$ cat src/hw/rtl/ipf_pkg.sv
`default_nettype none

package ipf_pkg;

  // Configuration register indexes
  localparam int unsigned CFG_INDEX_W = 3;
  localparam int unsigned CFG_DATA_W  = 64;

  localparam logic [CFG_INDEX_W-1:0] REG_FILTER_MODE   = 3'd0;
  localparam logic [CFG_INDEX_W-1:0] REG_IPV4_ADDRESS  = 3'd1;
  localparam logic [CFG_INDEX_W-1:0] REG_IPV4_PREFIX   = 3'd2;
  localparam logic [CFG_INDEX_W-1:0] REG_IPV6_HIGH     = 3'd3;
  localparam logic [CFG_INDEX_W-1:0] REG_IPV6_LOW      = 3'd4;

  localparam logic [5:0] PREFIX_RESET = 6'd24;

  typedef enum logic [1:0] {
    MODE_NONE      = 2'd0,
    MODE_V4_HOST   = 2'd1,
    MODE_V4_SUBNET = 2'd2,
    MODE_V6_HOST   = 2'd3
  } filter_mode_t;

  typedef enum logic [1:0] {
    CLASS_SHORT = 2'd0,
    CLASS_V4    = 2'd1,
    CLASS_V6    = 2'd2,
    CLASS_OTHER = 2'd3
  } frame_class_t;

  localparam logic [15:0] ETYPE_V4 = 16'h0800;
  localparam logic [15:0] ETYPE_V6 = 16'h86DD;

  // Byte offsets inside the frame
  localparam logic [15:0] POS_ETYPE_FIRST = 16'd12;
  localparam logic [15:0] POS_ETYPE_LAST  = 16'd13;
  localparam logic [15:0] POS_V6_SRC_HI   = 16'd22;
  localparam logic [15:0] POS_V4_SRC      = 16'd26;
  localparam logic [15:0] POS_V4_SRC_END  = 16'd29;
  localparam logic [15:0] POS_V4_DST      = 16'd30;
  localparam logic [15:0] POS_V4_DST_END  = 16'd33;
  localparam logic [15:0] POS_V6_SRC_END  = 16'd37;
  localparam logic [15:0] POS_V6_DST      = 16'd38;
  localparam logic [15:0] POS_V6_DST_END  = 16'd53;

  localparam logic [15:0] ETH_HDR_BYTES = 16'd14;
  localparam logic [15:0] V4_MIN_BYTES  = 16'd34;
  localparam logic [15:0] V6_MIN_BYTES  = 16'd54;

  typedef struct packed {
    logic [7:0] frame_byte;
    logic       last_byte;
  } ipf_in_t;

  typedef struct packed {
    logic         match;
    frame_class_t frame_class;
    logic [15:0]  frame_length;
  } ipf_out_t;

  typedef struct packed {
    filter_mode_t filter_mode;
    logic [31:0]  ipv4_address;
    logic [5:0]   ipv4_prefix_length;
    logic [63:0]  ipv6_address_high;
    logic [63:0]  ipv6_address_low;
  } ipf_cfg_t;

  typedef struct packed {
    logic v4_src_host;
    logic v4_dst_host;
    logic v4_src_net;
    logic v4_dst_net;
    logic v6_src_host;
    logic v6_dst_host;
  } ipf_hits_t;

  typedef struct packed {
    logic [15:0]  frame_length;
    frame_class_t frame_class;
    ipf_hits_t    hits;
  } ipf_rec_t;

  typedef struct packed {
    logic full;
    logic empty;
  } ipf_q_stat_t;

  // Bit i is set when i >= 32 - plen; zero prefix gives no bits, 32 and up give all.
  function automatic logic [31:0] prefix_mask(input logic [5:0] plen);
    logic [31:0] m;
    for (int i = 0; i < 32; i++) begin
      m[i] = ((7'(plen) + 7'(i)) >= 7'd32);
    end
    return m;
  endfunction

endpackage

`default_nettype wire

$ cat src/hw/rtl/ipf_front.sv
`default_nettype none

module ipf_front #(
  parameter int unsigned MAX_FRAME_BYTES = 65535
) (
  input  wire logic                clk,
  input  wire logic                rst,
  input  wire logic                in_valid,
  output logic                     in_stall,
  input  wire ipf_pkg::ipf_in_t    in_data,
  input  wire ipf_pkg::ipf_cfg_t   cfg,
  input  wire ipf_pkg::ipf_q_stat_t q_stat,
  output logic                     push,
  output ipf_pkg::ipf_rec_t        push_rec
);

  localparam logic [15:0] MAX_LEN = 16'(MAX_FRAME_BYTES);

  logic [15:0]  pos;
  logic [15:0]  etype;
  logic [31:0]  v4_src;
  logic [31:0]  v4_dst;
  logic [127:0] v6_src;
  logic [127:0] v6_dst;

  logic [15:0]  etype_next;
  logic [31:0]  v4_src_next;
  logic [31:0]  v4_dst_next;
  logic [127:0] v6_src_next;
  logic [127:0] v6_dst_next;

  logic         accept;
  logic         room;
  logic [15:0]  len;
  logic [31:0]  mask;
  logic [7:0]   b;

  assign in_stall = q_stat.full;
  assign accept   = in_valid && !q_stat.full;
  assign room     = (pos < MAX_LEN);
  assign len      = room ? (pos + 16'd1) : pos;
  assign b        = in_data.frame_byte;
  assign mask     = ipf_pkg::prefix_mask(cfg.ipv4_prefix_length);

  // Shift the byte into whichever fields own this offset
  always_comb begin
    etype_next  = etype;
    v4_src_next = v4_src;
    v4_dst_next = v4_dst;
    v6_src_next = v6_src;
    v6_dst_next = v6_dst;
    if (room) begin
      if (pos >= ipf_pkg::POS_ETYPE_FIRST && pos <= ipf_pkg::POS_ETYPE_LAST) begin
        etype_next = {etype[7:0], b};
      end
      if (pos >= ipf_pkg::POS_V4_SRC && pos <= ipf_pkg::POS_V4_SRC_END) begin
        v4_src_next = {v4_src[23:0], b};
      end
      if (pos >= ipf_pkg::POS_V4_DST && pos <= ipf_pkg::POS_V4_DST_END) begin
        v4_dst_next = {v4_dst[23:0], b};
      end
      if (pos >= ipf_pkg::POS_V6_SRC_HI && pos <= ipf_pkg::POS_V6_SRC_END) begin
        v6_src_next = {v6_src[119:0], b};
      end
      if (pos >= ipf_pkg::POS_V6_DST && pos <= ipf_pkg::POS_V6_DST_END) begin
        v6_dst_next = {v6_dst[119:0], b};
      end
    end
  end

  always_comb begin
    push_rec.frame_length = len;
    priority if (len < ipf_pkg::ETH_HDR_BYTES) begin
      push_rec.frame_class = ipf_pkg::CLASS_SHORT;
    end else if (etype_next == ipf_pkg::ETYPE_V4) begin
      push_rec.frame_class = ipf_pkg::CLASS_V4;
    end else if (etype_next == ipf_pkg::ETYPE_V6) begin
      push_rec.frame_class = ipf_pkg::CLASS_V6;
    end else begin
      push_rec.frame_class = ipf_pkg::CLASS_OTHER;
    end
    push_rec.hits.v4_src_host = (v4_src_next == cfg.ipv4_address);
    push_rec.hits.v4_dst_host = (v4_dst_next == cfg.ipv4_address);
    push_rec.hits.v4_src_net  = ((v4_src_next & mask) == (cfg.ipv4_address & mask));
    push_rec.hits.v4_dst_net  = ((v4_dst_next & mask) == (cfg.ipv4_address & mask));
    push_rec.hits.v6_src_host =
      (v6_src_next == {cfg.ipv6_address_high, cfg.ipv6_address_low});
    push_rec.hits.v6_dst_host =
      (v6_dst_next == {cfg.ipv6_address_high, cfg.ipv6_address_low});
  end

  assign push = accept && in_data.last_byte;

  always_ff @(posedge clk) begin
    if (rst) begin
      pos <= '0;
    end else if (accept) begin
      pos <= in_data.last_byte ? '0 : len;
    end
  end

  always_ff @(posedge clk) begin
    if (accept) begin
      etype  <= etype_next;
      v4_src <= v4_src_next;
      v4_dst <= v4_dst_next;
      v6_src <= v6_src_next;
      v6_dst <= v6_dst_next;
    end
  end

`ifndef SYNTH
  a_pos_restart: assert property (@(posedge clk) disable iff (rst)
    push |=> (pos == '0))
    else $error("byte count not restarted after last byte");

  a_pos_bound: assert property (@(posedge clk) disable iff (rst)
    (pos <= MAX_LEN))
    else $error("byte count beyond frame maximum");
`endif

endmodule

`default_nettype wire

$ cat src/hw/rtl/ipf_fifo.sv
`default_nettype none

module ipf_fifo (
  input  wire logic                clk,
  input  wire logic                rst,
  input  wire logic                push,
  input  wire ipf_pkg::ipf_rec_t   push_rec,
  output ipf_pkg::ipf_q_stat_t     stat,
  input  wire logic                pop,
  output ipf_pkg::ipf_rec_t        pop_rec
);

  ipf_pkg::ipf_rec_t slots [2];
  logic       wr_ptr;
  logic       rd_ptr;
  logic [1:0] count;

  assign stat.full  = (count == 2'd2);
  assign stat.empty = (count == 2'd0);
  assign pop_rec    = slots[rd_ptr];

  always_ff @(posedge clk) begin
    if (rst) begin
      wr_ptr <= 1'b0;
      rd_ptr <= 1'b0;
      count  <= 2'd0;
    end else begin
      if (push) begin
        wr_ptr <= ~wr_ptr;
      end
      if (pop) begin
        rd_ptr <= ~rd_ptr;
      end
      unique case ({push, pop})
        2'b10:   count <= count + 2'd1;
        2'b01:   count <= count - 2'd1;
        default: count <= count;
      endcase
    end
  end

  always_ff @(posedge clk) begin
    if (push) begin
      slots[wr_ptr] <= push_rec;
    end
  end

`ifndef SYNTH
  a_no_overflow: assert property (@(posedge clk) disable iff (rst)
    push |-> !stat.full)
    else $error("result queue written while full");

  a_no_underflow: assert property (@(posedge clk) disable iff (rst)
    pop |-> !stat.empty)
    else $error("result queue read while empty");
`endif

endmodule

`default_nettype wire

$ cat src/hw/rtl/ipf_back.sv
`default_nettype none

module ipf_back (
  input  wire logic                 clk,
  input  wire logic                 rst,
  input  wire ipf_pkg::ipf_cfg_t    cfg,
  input  wire ipf_pkg::ipf_q_stat_t q_stat,
  output logic                      pop,
  input  wire ipf_pkg::ipf_rec_t    pop_rec,
  output logic                      out_valid,
  input  wire logic                 out_stall,
  output ipf_pkg::ipf_out_t         out_data
);

  logic load;
  logic hit;

  assign load = !out_valid || !out_stall;
  assign pop  = load && !q_stat.empty;

  always_comb begin
    hit = 1'b0;
    if (cfg.filter_mode == ipf_pkg::MODE_NONE) begin
      hit = 1'b1;
    end else begin
      unique case (pop_rec.frame_class)
        ipf_pkg::CLASS_V4: begin
          if (pop_rec.frame_length >= ipf_pkg::V4_MIN_BYTES) begin
            unique case (cfg.filter_mode)
              ipf_pkg::MODE_V4_HOST:
                hit = pop_rec.hits.v4_src_host || pop_rec.hits.v4_dst_host;
              ipf_pkg::MODE_V4_SUBNET:
                hit = pop_rec.hits.v4_src_net || pop_rec.hits.v4_dst_net;
              default:
                hit = 1'b0;
            endcase
          end
        end
        ipf_pkg::CLASS_V6: begin
          hit = (pop_rec.frame_length >= ipf_pkg::V6_MIN_BYTES)
             && (cfg.filter_mode == ipf_pkg::MODE_V6_HOST)
             && (pop_rec.hits.v6_src_host || pop_rec.hits.v6_dst_host);
        end
        default: hit = 1'b0;
      endcase
    end
  end

  always_ff @(posedge clk) begin
    if (rst) begin
      out_valid <= 1'b0;
    end else if (load) begin
      out_valid <= !q_stat.empty;
    end
  end

  always_ff @(posedge clk) begin
    if (pop) begin
      out_data.match        <= hit;
      out_data.frame_class  <= pop_rec.frame_class;
      out_data.frame_length <= pop_rec.frame_length;
    end
  end

`ifndef SYNTH
  a_pop_shows: assert property (@(posedge clk) disable iff (rst)
    pop |=> out_valid)
    else $error("popped result not presented");
`endif

endmodule

`default_nettype wire

$ cat src/hw/rtl/ethernet_ip_address_filter_top.sv
// Channel  Direction  Handshake              Payload
// in       to block   in_valid / in_stall    frame_byte, last_byte
// out      from block out_valid / out_stall  match, frame_class, frame_length
// cfg      to block   cfg_write              cfg_index, cfg_data (write only)
//
// One frame byte is taken every cycle while in_stall is low; a frame result
// passes from its last byte through the queue slot, then the output register.
// Results pass through a two-entry queue; in_stall rises only while that
// queue is full, which happens only when out_stall holds results back.
// Reset (rst, synchronous) restores register defaults and empties the queue.
`default_nettype none

module ethernet_ip_address_filter_top #(
  parameter int unsigned MAX_FRAME_BYTES = 65535
) (
  input  wire logic                              clk,
  input  wire logic                              rst,
  input  wire logic                              in_valid,
  output logic                                   in_stall,
  input  wire ipf_pkg::ipf_in_t                  in_data,
  output logic                                   out_valid,
  input  wire logic                              out_stall,
  output ipf_pkg::ipf_out_t                      out_data,
  input  wire logic                              cfg_write,
  input  wire logic [ipf_pkg::CFG_INDEX_W-1:0]   cfg_index,
  input  wire logic [ipf_pkg::CFG_DATA_W-1:0]    cfg_data
);

  ipf_pkg::ipf_cfg_t    cfg;
  ipf_pkg::ipf_q_stat_t q_stat;
  ipf_pkg::ipf_rec_t    push_rec;
  ipf_pkg::ipf_rec_t    pop_rec;
  logic                 push;
  logic                 pop;

  // Configuration registers; writes to unlisted indexes drop silently.
  always_ff @(posedge clk) begin
    if (rst) begin
      cfg.filter_mode        <= ipf_pkg::MODE_NONE;
      cfg.ipv4_address       <= '0;
      cfg.ipv4_prefix_length <= ipf_pkg::PREFIX_RESET;
      cfg.ipv6_address_high  <= '0;
      cfg.ipv6_address_low   <= '0;
    end else if (cfg_write) begin
      unique case (cfg_index)
        ipf_pkg::REG_FILTER_MODE:
          cfg.filter_mode <= ipf_pkg::filter_mode_t'(cfg_data[1:0]);
        ipf_pkg::REG_IPV4_ADDRESS:
          cfg.ipv4_address <= cfg_data[31:0];
        ipf_pkg::REG_IPV4_PREFIX:
          cfg.ipv4_prefix_length <= cfg_data[5:0];
        ipf_pkg::REG_IPV6_HIGH:
          cfg.ipv6_address_high <= cfg_data;
        ipf_pkg::REG_IPV6_LOW:
          cfg.ipv6_address_low <= cfg_data;
        default: ;
      endcase
    end
  end

  // Front: count bytes, capture header fields, compare addresses on the last byte.
  ipf_front #(
    .MAX_FRAME_BYTES(MAX_FRAME_BYTES)
  ) u_front (
    .clk      (clk),
    .rst      (rst),
    .in_valid (in_valid),
    .in_stall (in_stall),
    .in_data  (in_data),
    .cfg      (cfg),
    .q_stat   (q_stat),
    .push     (push),
    .push_rec (push_rec)
  );

  // Hold finished frame records between front and back.
  ipf_fifo u_fifo (
    .clk      (clk),
    .rst      (rst),
    .push     (push),
    .push_rec (push_rec),
    .stat     (q_stat),
    .pop      (pop),
    .pop_rec  (pop_rec)
  );

  // Back: apply the filter mode and register the result request.
  ipf_back u_back (
    .clk       (clk),
    .rst       (rst),
    .cfg       (cfg),
    .q_stat    (q_stat),
    .pop       (pop),
    .pop_rec   (pop_rec),
    .out_valid (out_valid),
    .out_stall (out_stall),
    .out_data  (out_data)
  );

endmodule

`default_nettype wire
$ cat config.mk
export PLATFORM = sky130hd
export DESIGN_NAME = ethernet_ip_address_filter_top
export DESIGN_NICKNAME = d
export VERILOG_FILES = /design/src/hw/rtl/ipf_pkg.sv /design/src/hw/rtl/ipf_front.sv /design/src/hw/rtl/ipf_fifo.sv /design/src/hw/rtl/ipf_back.sv /design/src/hw/rtl/ethernet_ip_address_filter_top.sv
export SDC_FILE = /design/constraint.sdc
export NUM_CORES = 1
export LEC_CHECK = 0
export ABC_AREA = 1
export BUFFER_PORTS_ARGS = -buffer_cell sky130_fd_sc_hd__clkbuf_2
export CAP_MARGIN = 5
export CORE_UTILIZATION = 55
export DETAILED_ROUTE_END_ITERATION = 16
export PLACE_DENSITY_LB_ADDON = 0.25
export REMOVE_ABC_BUFFERS = 1
export SLEW_MARGIN = 25
export SYNTH_ARGS = -nofsm -noshare
export SYNTH_HDL_FRONTEND = slang
export SYNTH_SLANG_ARGS = --single-unit
$ cat constraint.sdc
create_clock -name clk -period 17.02 [get_ports clk]
set_input_delay 3.404 -clock clk [delete_from_list [all_inputs] [get_ports clk]]
set_output_delay 3.404 -clock clk [all_outputs]
set_load 0.01 [all_outputs]
==> impl_metrics.py, run 1 <==
metrics = {
    "run_status": {
        "status": "finished clean",
    },
    "detailed_routing": {
        "drc": 0,
        "detail_route.vias_per_cell": 5.81,
        "drtPass1Iterations": 6,
        "drt-total-wl_mm": 98.6,
        "drt_iter0_drc": 3140,
        "vias": 29700,
        "wl_per_cell_um": 19.3,
        "ant_nets": 0,
    },
    "cells_and_area": {
        "final_core_util_pct": 61.3,
        "area_delta_synth_final_pct": 9.48,
        "drive_gt1_share_pct": 6.19,
        "nNetsFinal": 4398,
    },
    "worst_hold_path": {
        "hold_path_class": "reg -> reg",
    },
    "sta": {
        "slew_headroom_pct": 27.3,
        "timing.hold.ws_ps": 455,
        "period_share_pct": 31.3,
        "setup_viol": 0,
        "skew_ps": 28.4,
        "hold_viol": 0,
        "slew_violations": 0,
        "min_period_ps": 5320,
        "fmax_ghz": 0.188,
        "finalSetupTns_ps": 0,
        "tightest_slew_ps": 1090,
        "rsz0062_at_grt": "false",
        "postLayoutSetupSlackWorst_ps": 11700,
    },
    "clock_network": {
        "h-tree-depth": 3,
        "postCtsSetupBuffers": 0,
        "clockBufferDepth": 3,
        "tritoncts": "built",
        "clkLatencyLatePin_ps": 600,
        "cts_root_buf": "clkbuf_16",
        "cts-buffers-inserted": 67,
        "ctsResizeCount": 0,
        "clk_pin_slew_worst_paths_ps": 60,
        "cts_hold_buffers": 0,
        "cts_sinks": 593,
    },
    "global_routing": {
        "grt_usage_pct": 32.5,
        "antenna_found_initial": 2,
        "grt-ovfl-total": 0,
        "grt_start_max_net_pins": 126,
        "globalRouteMet1Util_pct": 42.4,
        "grt_util_met3_pct": 4.66,
        "grt_pass1_wl_mm": 151,
        "use_met2_pct": 53.5,
        "grt_pass1_vias": 27600,
        "grt_busiest_layer": "met2",
    },
    "yosys": {
        "syn_avg_cell_area_um2": 7.58,
        "syn-cell-area_mm2": 0.0325,
        "synth_top_cell_by_area": "edfxtp_1",
        "synth.most_common_cell": "nand2_1",
        "ys.flop_type": "edfxtp_1",
        "ys_seq_area_share_pct": 49.0,
        "yosysWarnings": 0,
        "synth_cells": 4285,
        "synth_cell_type_count": 49,
        "synth_common_cells": "nand2_1, inv_1, edfxtp_1, nand3_1, nor2_1",
        "synth_top_area_share_pct": 37.3,
        "synth_edf_count": 403,
        "ys_ff_latch": 593,
        "ys_top_cells_by_area": "edfxtp_1, nand2_1, dfxtp_1",
        "async_reset_ff_share_pct": 0,
    },
    "power": {
        "p_leak_nw": 14.6,
        "ir_drop_v": 0.0000849,
        "power_density_mw_per_mm2": 101,
        "total_power_mw": 3.59,
    },
    "critical_path": {
        "slowest_delay_ps": 900,
        "worst_ep_required_time_ps": 17240,
        "crit_fanout": 125,
        "crit_family": "buffers and inverters",
        "worst_setup_path_end_kind": "flip-flop",
        "slowest_stage": "buf_4",
        "critPathArrivalTime_ps": 5540,
        "path_class": "in -> reg",
        "cp_common_cell": "buf_4",
        "path_buf_inv": 4,
        "critPathLaunchType": "primary input",
        "path_cells": "clkbuf_2 > o21ai_1 > buf_4 > inv_8 > buf_4",
    },
    "placement": {
        "dp_hpwl_mm": 65.4,
        "io_buffers": 101,
        "place_worst_setup_slack_ps": 11100,
        "gp_congestion": 0.956,
    },
    "floorplanning": {
        "die_y_um": 245,
        "start_util_pct": 56.0,
        "die-area_mm2": 0.0600,
        "die_w_um": 245,
        "pin_count": 102,
        "row_count": 88,
        "core_mm2": 0.0580,
    },
    "flow_run": {
        "maxCapViolCount": 0,
    },
}
==> worst reg2reg max path, stage by stage, from the launching register on <==
cell	delay, ps
dfxtp_1	480
inv_1	110
ha_1	250
inv_1	80
nand2_1	70
nand3_1	140
nand3_4	600
nand3_4	550
buf_4	900
nand2_1	220
nand3_1	120
nand2_1	60
nor2_1	260
nand2_1	130
nor2_1	110
nand2_1	130
nor2_1	160
nand2_1	80
nor2_1	320
==> where the power goes <==
| part | internal [mW] | switching, mW |
|---|---|---|
| clock | 0.886 | 0.603 |
| combinational | 0.0939 | 0.298 |
| sequential | 1.67 | 0.0411 |
| total | 2.65 | 0.942 |
==> kinds of logic (layout without fill, tap and decap cells) <==
| family | Yosys count | after routing | share of synthesized area [%] |
|---|---|---|---|
| and+or+nand+nor | 2403 | 2403 | 31.6 |
| buffers and inverters | 648 | 706 | 8.05 |
| DFF | 593 | 593 | 49.0 |
| AOI/OAI and AO/OA | 564 | 564 | 9.06 |
| xor gates and xnor gates | 52 | 52 | 1.40 |
| adders and majority gates | 25 | 25 | 0.963 |
| other | 0 | 1 | 0 |
==> final timing paths <==
path	from	endpoint	slack, ps	cells after the start
max reg2reg	u_front.pos[0]$_SDFFE_PP0P_	u_fifo.slots[1][0]$_DFFE_PP_	12030	18
min	u_fifo.rd_ptr$_SDFFE_PP0P_	u_fifo.rd_ptr$_SDFFE_PP0P_	460	1
max	in_valid	u_front.v6_src[51]$_DFFE_PP_	11700	5
min reg2reg	u_fifo.rd_ptr$_SDFFE_PP0P_	u_fifo.rd_ptr$_SDFFE_PP0P_	460	1
==> registers in the layout, summed over array words and instances, names as in the netlist, named ones only <==
name and count:
u_front.v6_src 128, u_back.out_data 19, cfg 168, u_front.etype 16, u_front.v4_src 32, u_fifo.count 2
u_front.v6_dst 128, u_front.pos 16, u_front.v4_dst 32, u_fifo.slots 48, u_fifo.wr_ptr 1, u_back.out_valid 1
u_fifo.rd_ptr 1
==> placed cells by master (no fill, tap or decap), drive strengths merged, types with 2 or more instances in the layout <==
cell type	count
nand2	1487
inv	458
edfxtp	403
nand3	337
nor2	278
o21ai	278
a21oi	252
nand4	246
dfxtp	190
clkbuf	190
xor2	50
buf	26
ha	25
clkinv	22
nor3	20
o211ai	14
and2	13
or2	8
bufinv	8
a31oi	6
nor4	5
nand3b	5
o21a	3
nand2b	3
xnor2	2
o22ai	2
o2111ai	2
clkinvlp	2
a21boi	2
==> cell type report <==
cell class | instances | area [µm²]
inverter | 459 | 1730
clock inverter | 31 | 364
sequential | 593 | 15900
tap | 765 | 957
multi-input combinational | 3044 | 14000
antenna | 1 | 2.50
clock buffer | 89 | 1850
fill | 5234 | 22500
timing repair buffer | 127 | 704
==> metrics by stage <==
stage               std cells  area (µm²)
detailed placement       4988       33300
floorplan                4096       31600
global placement         4988       33300
global route             5109       35600
CTS                      5108       35600
finish                   5109       35600
==> per-layer routing <==
metal / routed length (µm) / vias up
li1: - / 14300
met1: 40200 / 13800
met2: 46100 / 1374
met3: 7880 / 246
met4: 4410 / 2
met5: 15 / -
(Power assumes the default switching activity.)
==> run 2: changes to the inputs <==
==> constraint.sdc (replaced) <==
create_clock -name clk -period 4.9 [get_ports clk]
set_input_delay 0.98 -clock clk [delete_from_list [all_inputs] [get_ports clk]]
set_output_delay 0.98 -clock clk [all_outputs]
set_load 0.01 [all_outputs]
==> run 2 against run 1 <==
  * First-iteration DRC count increased by 0.48%
  * Flip-flop and latch count stayed put
  * Total power rose to 3.4 times the previous value
  * Clock-buffer cell count grew 7
  * Largest cell class unchanged
  * Via count barely moved
  * Critical path type is now reg -> reg
  * Combinational power rose to 3.6 times the previous value
  * Utilization up 0.18 points
  * Routed wire length shrank 1.2%
  * Register-to-register slack worse by 11000 ps
==> impl_metrics.py, run 2 (synthesis results as in run 1) <==
metrics = {
    "detailed_routing": {
        "wl_per_cell_um": 19.0,
        "drt-total-wl_mm": 97.4,
        "drc": 0,
        "drt_iter0_drc": 3155,
        "ant_nets": 0,
        "vias": 29700,
        "detail_route.vias_per_cell": 5.79,
        "drtPass1Iterations": 6,
    },
    "sta": {
        "period_share_pct": 77.9,
        "hold_viol": 0,
        "skew_ps": 17.9,
        "rsz0062_at_grt": "false",
        "fmax_ghz": 0.262,
        "tightest_slew_ps": 866,
        "min_period_ps": 3820,
        "setup_viol": 0,
        "slew_violations": 0,
        "slew_headroom_pct": 42.2,
        "finalSetupTns_ps": 0,
    },
    "critical_path": {
        "crit_path_end": "u_fifo.slots[1][0]$_DFFE_PP_",
        "slowest_delay_ps": 560,
        "worst_setup_path_end_kind": "flip-flop",
        "worst_r2r_startpoint": "u_front.pos[0]$_SDFFE_PP0P_",
        "path_class": "reg -> reg",
        "setup.worst_path.start": "u_front.pos[0]$_SDFFE_PP0P_",
        "cp_common_cell": "nand2_1",
        "r2r-end": "u_fifo.slots[1][0]$_DFFE_PP_",
        "critical_path_depth": 20,
        "worst_ep_required_time_ps": 5320,
        "crit_family": "simple AND/OR/NAND/NOR gates",
        "path_cells": "inv_1 > ha_1 > inv_1 > nand2_1 > nand3_1 > nand3_4 > nand3_2 > buf_4 > nand2_1 > nand2_1 > nand2_1 > nand2_1 > nand2_1 > inv_1 > nand2_1 > nor2_1 > nand2_1 > nor2_1 > nand2_1 > nor2_1",
        "critPathArrivalTime_ps": 4240,
        "path_buf_inv": 4,
        "crit_fanout": 41,
        "slowest_stage": "buf_4",
        "r2r_slack_ps": 1080,
        "critPathLaunchType": "flip-flop",
        "reg2reg_depth": 20,
    },
    "cells_and_area": {
        "final_area_mm2": 0.0357,
        "largest_register_ffs": 168,
        "layoutNonFillerInstCount": 5131,
        "final_cell_mix": "nand2_1, inv_1, edfxtp_1",
        "top_regs": "cfg: 168 flops, u_front.v6_dst: 128 flops, u_front.v6_src: 128 flops",
        "regArea_mm2": 0.0159,
        "drive_gt1_share_pct": 6.48,
        "fillCellCount": 5112,
        "final_common_cell": "nand2_1",
        "multiInputGateArea_mm2": 0.0140,
        "nNetsFinal": 4416,
        "largest-register": "cfg",
        "area_delta_synth_final_pct": 9.80,
    },
    "placement": {
        "io_buffers": 101,
        "dp_hpwl_mm": 66.2,
        "gp_congestion": 0.988,
        "dpl.cell_count": 5006,
        "place_area_mm2": 0.0336,
    },
    "floorplanning": {
        "core_mm2": 0.0580,
        "pin_count": 102,
        "start_util_pct": 56.0,
        "die_w_um": 245,
        "die_y_um": 245,
        "row_count": 88,
        "die-area_mm2": 0.0600,
    },
    "power": {
        "p_switching_mw": 3.30,
        "p_seq_share_pct": 48.4,
        "p_leak_nw": 14.7,
        "power_density_mw_per_mm2": 342,
        "p_comb_share_pct": 11.6,
        "pwr-share-clk_pct": 39.9,
        "power.internal_mw": 8.90,
        "swShare_pct": 27.1,
        "ir_drop_v": 0.000301,
        "total_power_mw": 12.2,
    },
    "flow_run": {
        "maxCapViolCount": 0,
    },
    "clock_network": {
        "cts_root_buf": "clkbuf_16",
        "clk_pin_slew_worst_paths_ps": 60,
        "ctsResizeCount": 0,
        "cts_sinks": 593,
        "h-tree-depth": 3,
        "cts-buffers-inserted": 67,
        "postCtsSetupBuffers": 0,
        "tritoncts": "built",
        "cts_hold_buffers": 0,
        "clockBufferDepth": 3,
        "clkLatencyLatePin_ps": 620,
    },
    "global_routing": {
        "grt-ovfl-total": 0,
        "grt_pass1_vias": 27600,
        "grt_start_max_net_pins": 138,
        "grt_pass1_wl_mm": 152,
        "antenna_found_initial": 1,
        "grt_usage_pct": 32.2,
    },
    "worst_hold_path": {
        "hold_path_class": "reg -> reg",
    },
    "run_status": {
        "status": "finished clean",
    },
}
run 2: cell count changes in the layout (fill, tap and decap cells not counted), moves of 2 or more:
cell and delta:
buf_12 +10, buf_4 +9, bufinv_16 -6, clkbuf_1 +9
clkbuf_8 -2, clkinv_1 -2, inv_6 +4, nor2_2 +2
nor2_4 -2
run 2: power groups by stage:
| stage | combinational, mW | clock, mW | sequential (mW) |
|---|---|---|---|
| after floorplan | 0.791 | 0 | 6.23 |
| after global placement | 1.38 | 0 | 6.01 |
| after detailed placement | 1.41 | 0 | 6.01 |
| after CTS | 1.41 | 4.92 | 5.91 |
| after global routing | 1.56 | 5.10 | 5.93 |
| final | 1.42 | 4.87 | 5.91 |
run 2: cell type report:
class / count / share of cell area (%)
clock buffers: 96 / 5.21
well taps: 765 / 2.68
inverters: 459 / 4.86
clock inverters: 27 / 0.593
diodes: 2 / 0.0140
multi-input cells: 3044 / 39.4
repair buffers: 145 / 2.69
flip-flops and latches: 593 / 44.6
run 2: stage by stage:
step	utilization (%)	worst slack [ps]	hold WS [ps]
2_1_floorplan	-	-5750	426
3_3_place_gp	57.9	1320	433
3_5_place_dp	57.9	1240	458
4_1_cts	61.5	1160	465
5_1_grt	61.5	877	474
6_report	61.5	1080	474
run 2: layer usage:
layer,GRT usage [%],wire length [µm],vias up,part of all wire [%]
met3,4.55,7820,258,8.0
met1,42.6,39900,13700,41
li1,-,-,14300,-
met4,13.8,4190,0,4.3
met5,0,0,-,0
met2,52.8,45500,1409,47
run 2: worst reg2reg max path, stage by stage (launching register included):
cell     delay (ps)
dfxtp_1         470
inv_1           110
ha_1            230
inv_1            80
nand2_1          70
nand3_1         130
nand3_4         330
nand3_2         200
buf_4           560
nand2_1         160
nand2_1         140
nand2_1          70
nand2_1          50
nand2_1          80
inv_1           120
nand2_1          70
nor2_1          260
nand2_1         140
nor2_1          110
nand2_1          50
nor2_1          200
run 2: worst min-delay path by stage:
stage / start / end / slack (ps) / depth (start not counted)
final: u_fifo.rd_ptr$_SDFFE_PP0P_ / flip-flop / 470 / 1
after global placement: u_fifo.rd_ptr$_SDFFE_PP0P_ / flip-flop / 430 / 1
after detailed placement: u_fifo.rd_ptr$_SDFFE_PP0P_ / flip-flop / 460 / 1
after global routing: u_fifo.rd_ptr$_SDFFE_PP0P_ / flip-flop / 470 / 1
after CTS: u_fifo.rd_ptr$_SDFFE_PP0P_ / flip-flop / 460 / 1
after floorplan: u_fifo.rd_ptr$_SDFFE_PP0P_ / flip-flop / 430 / 1
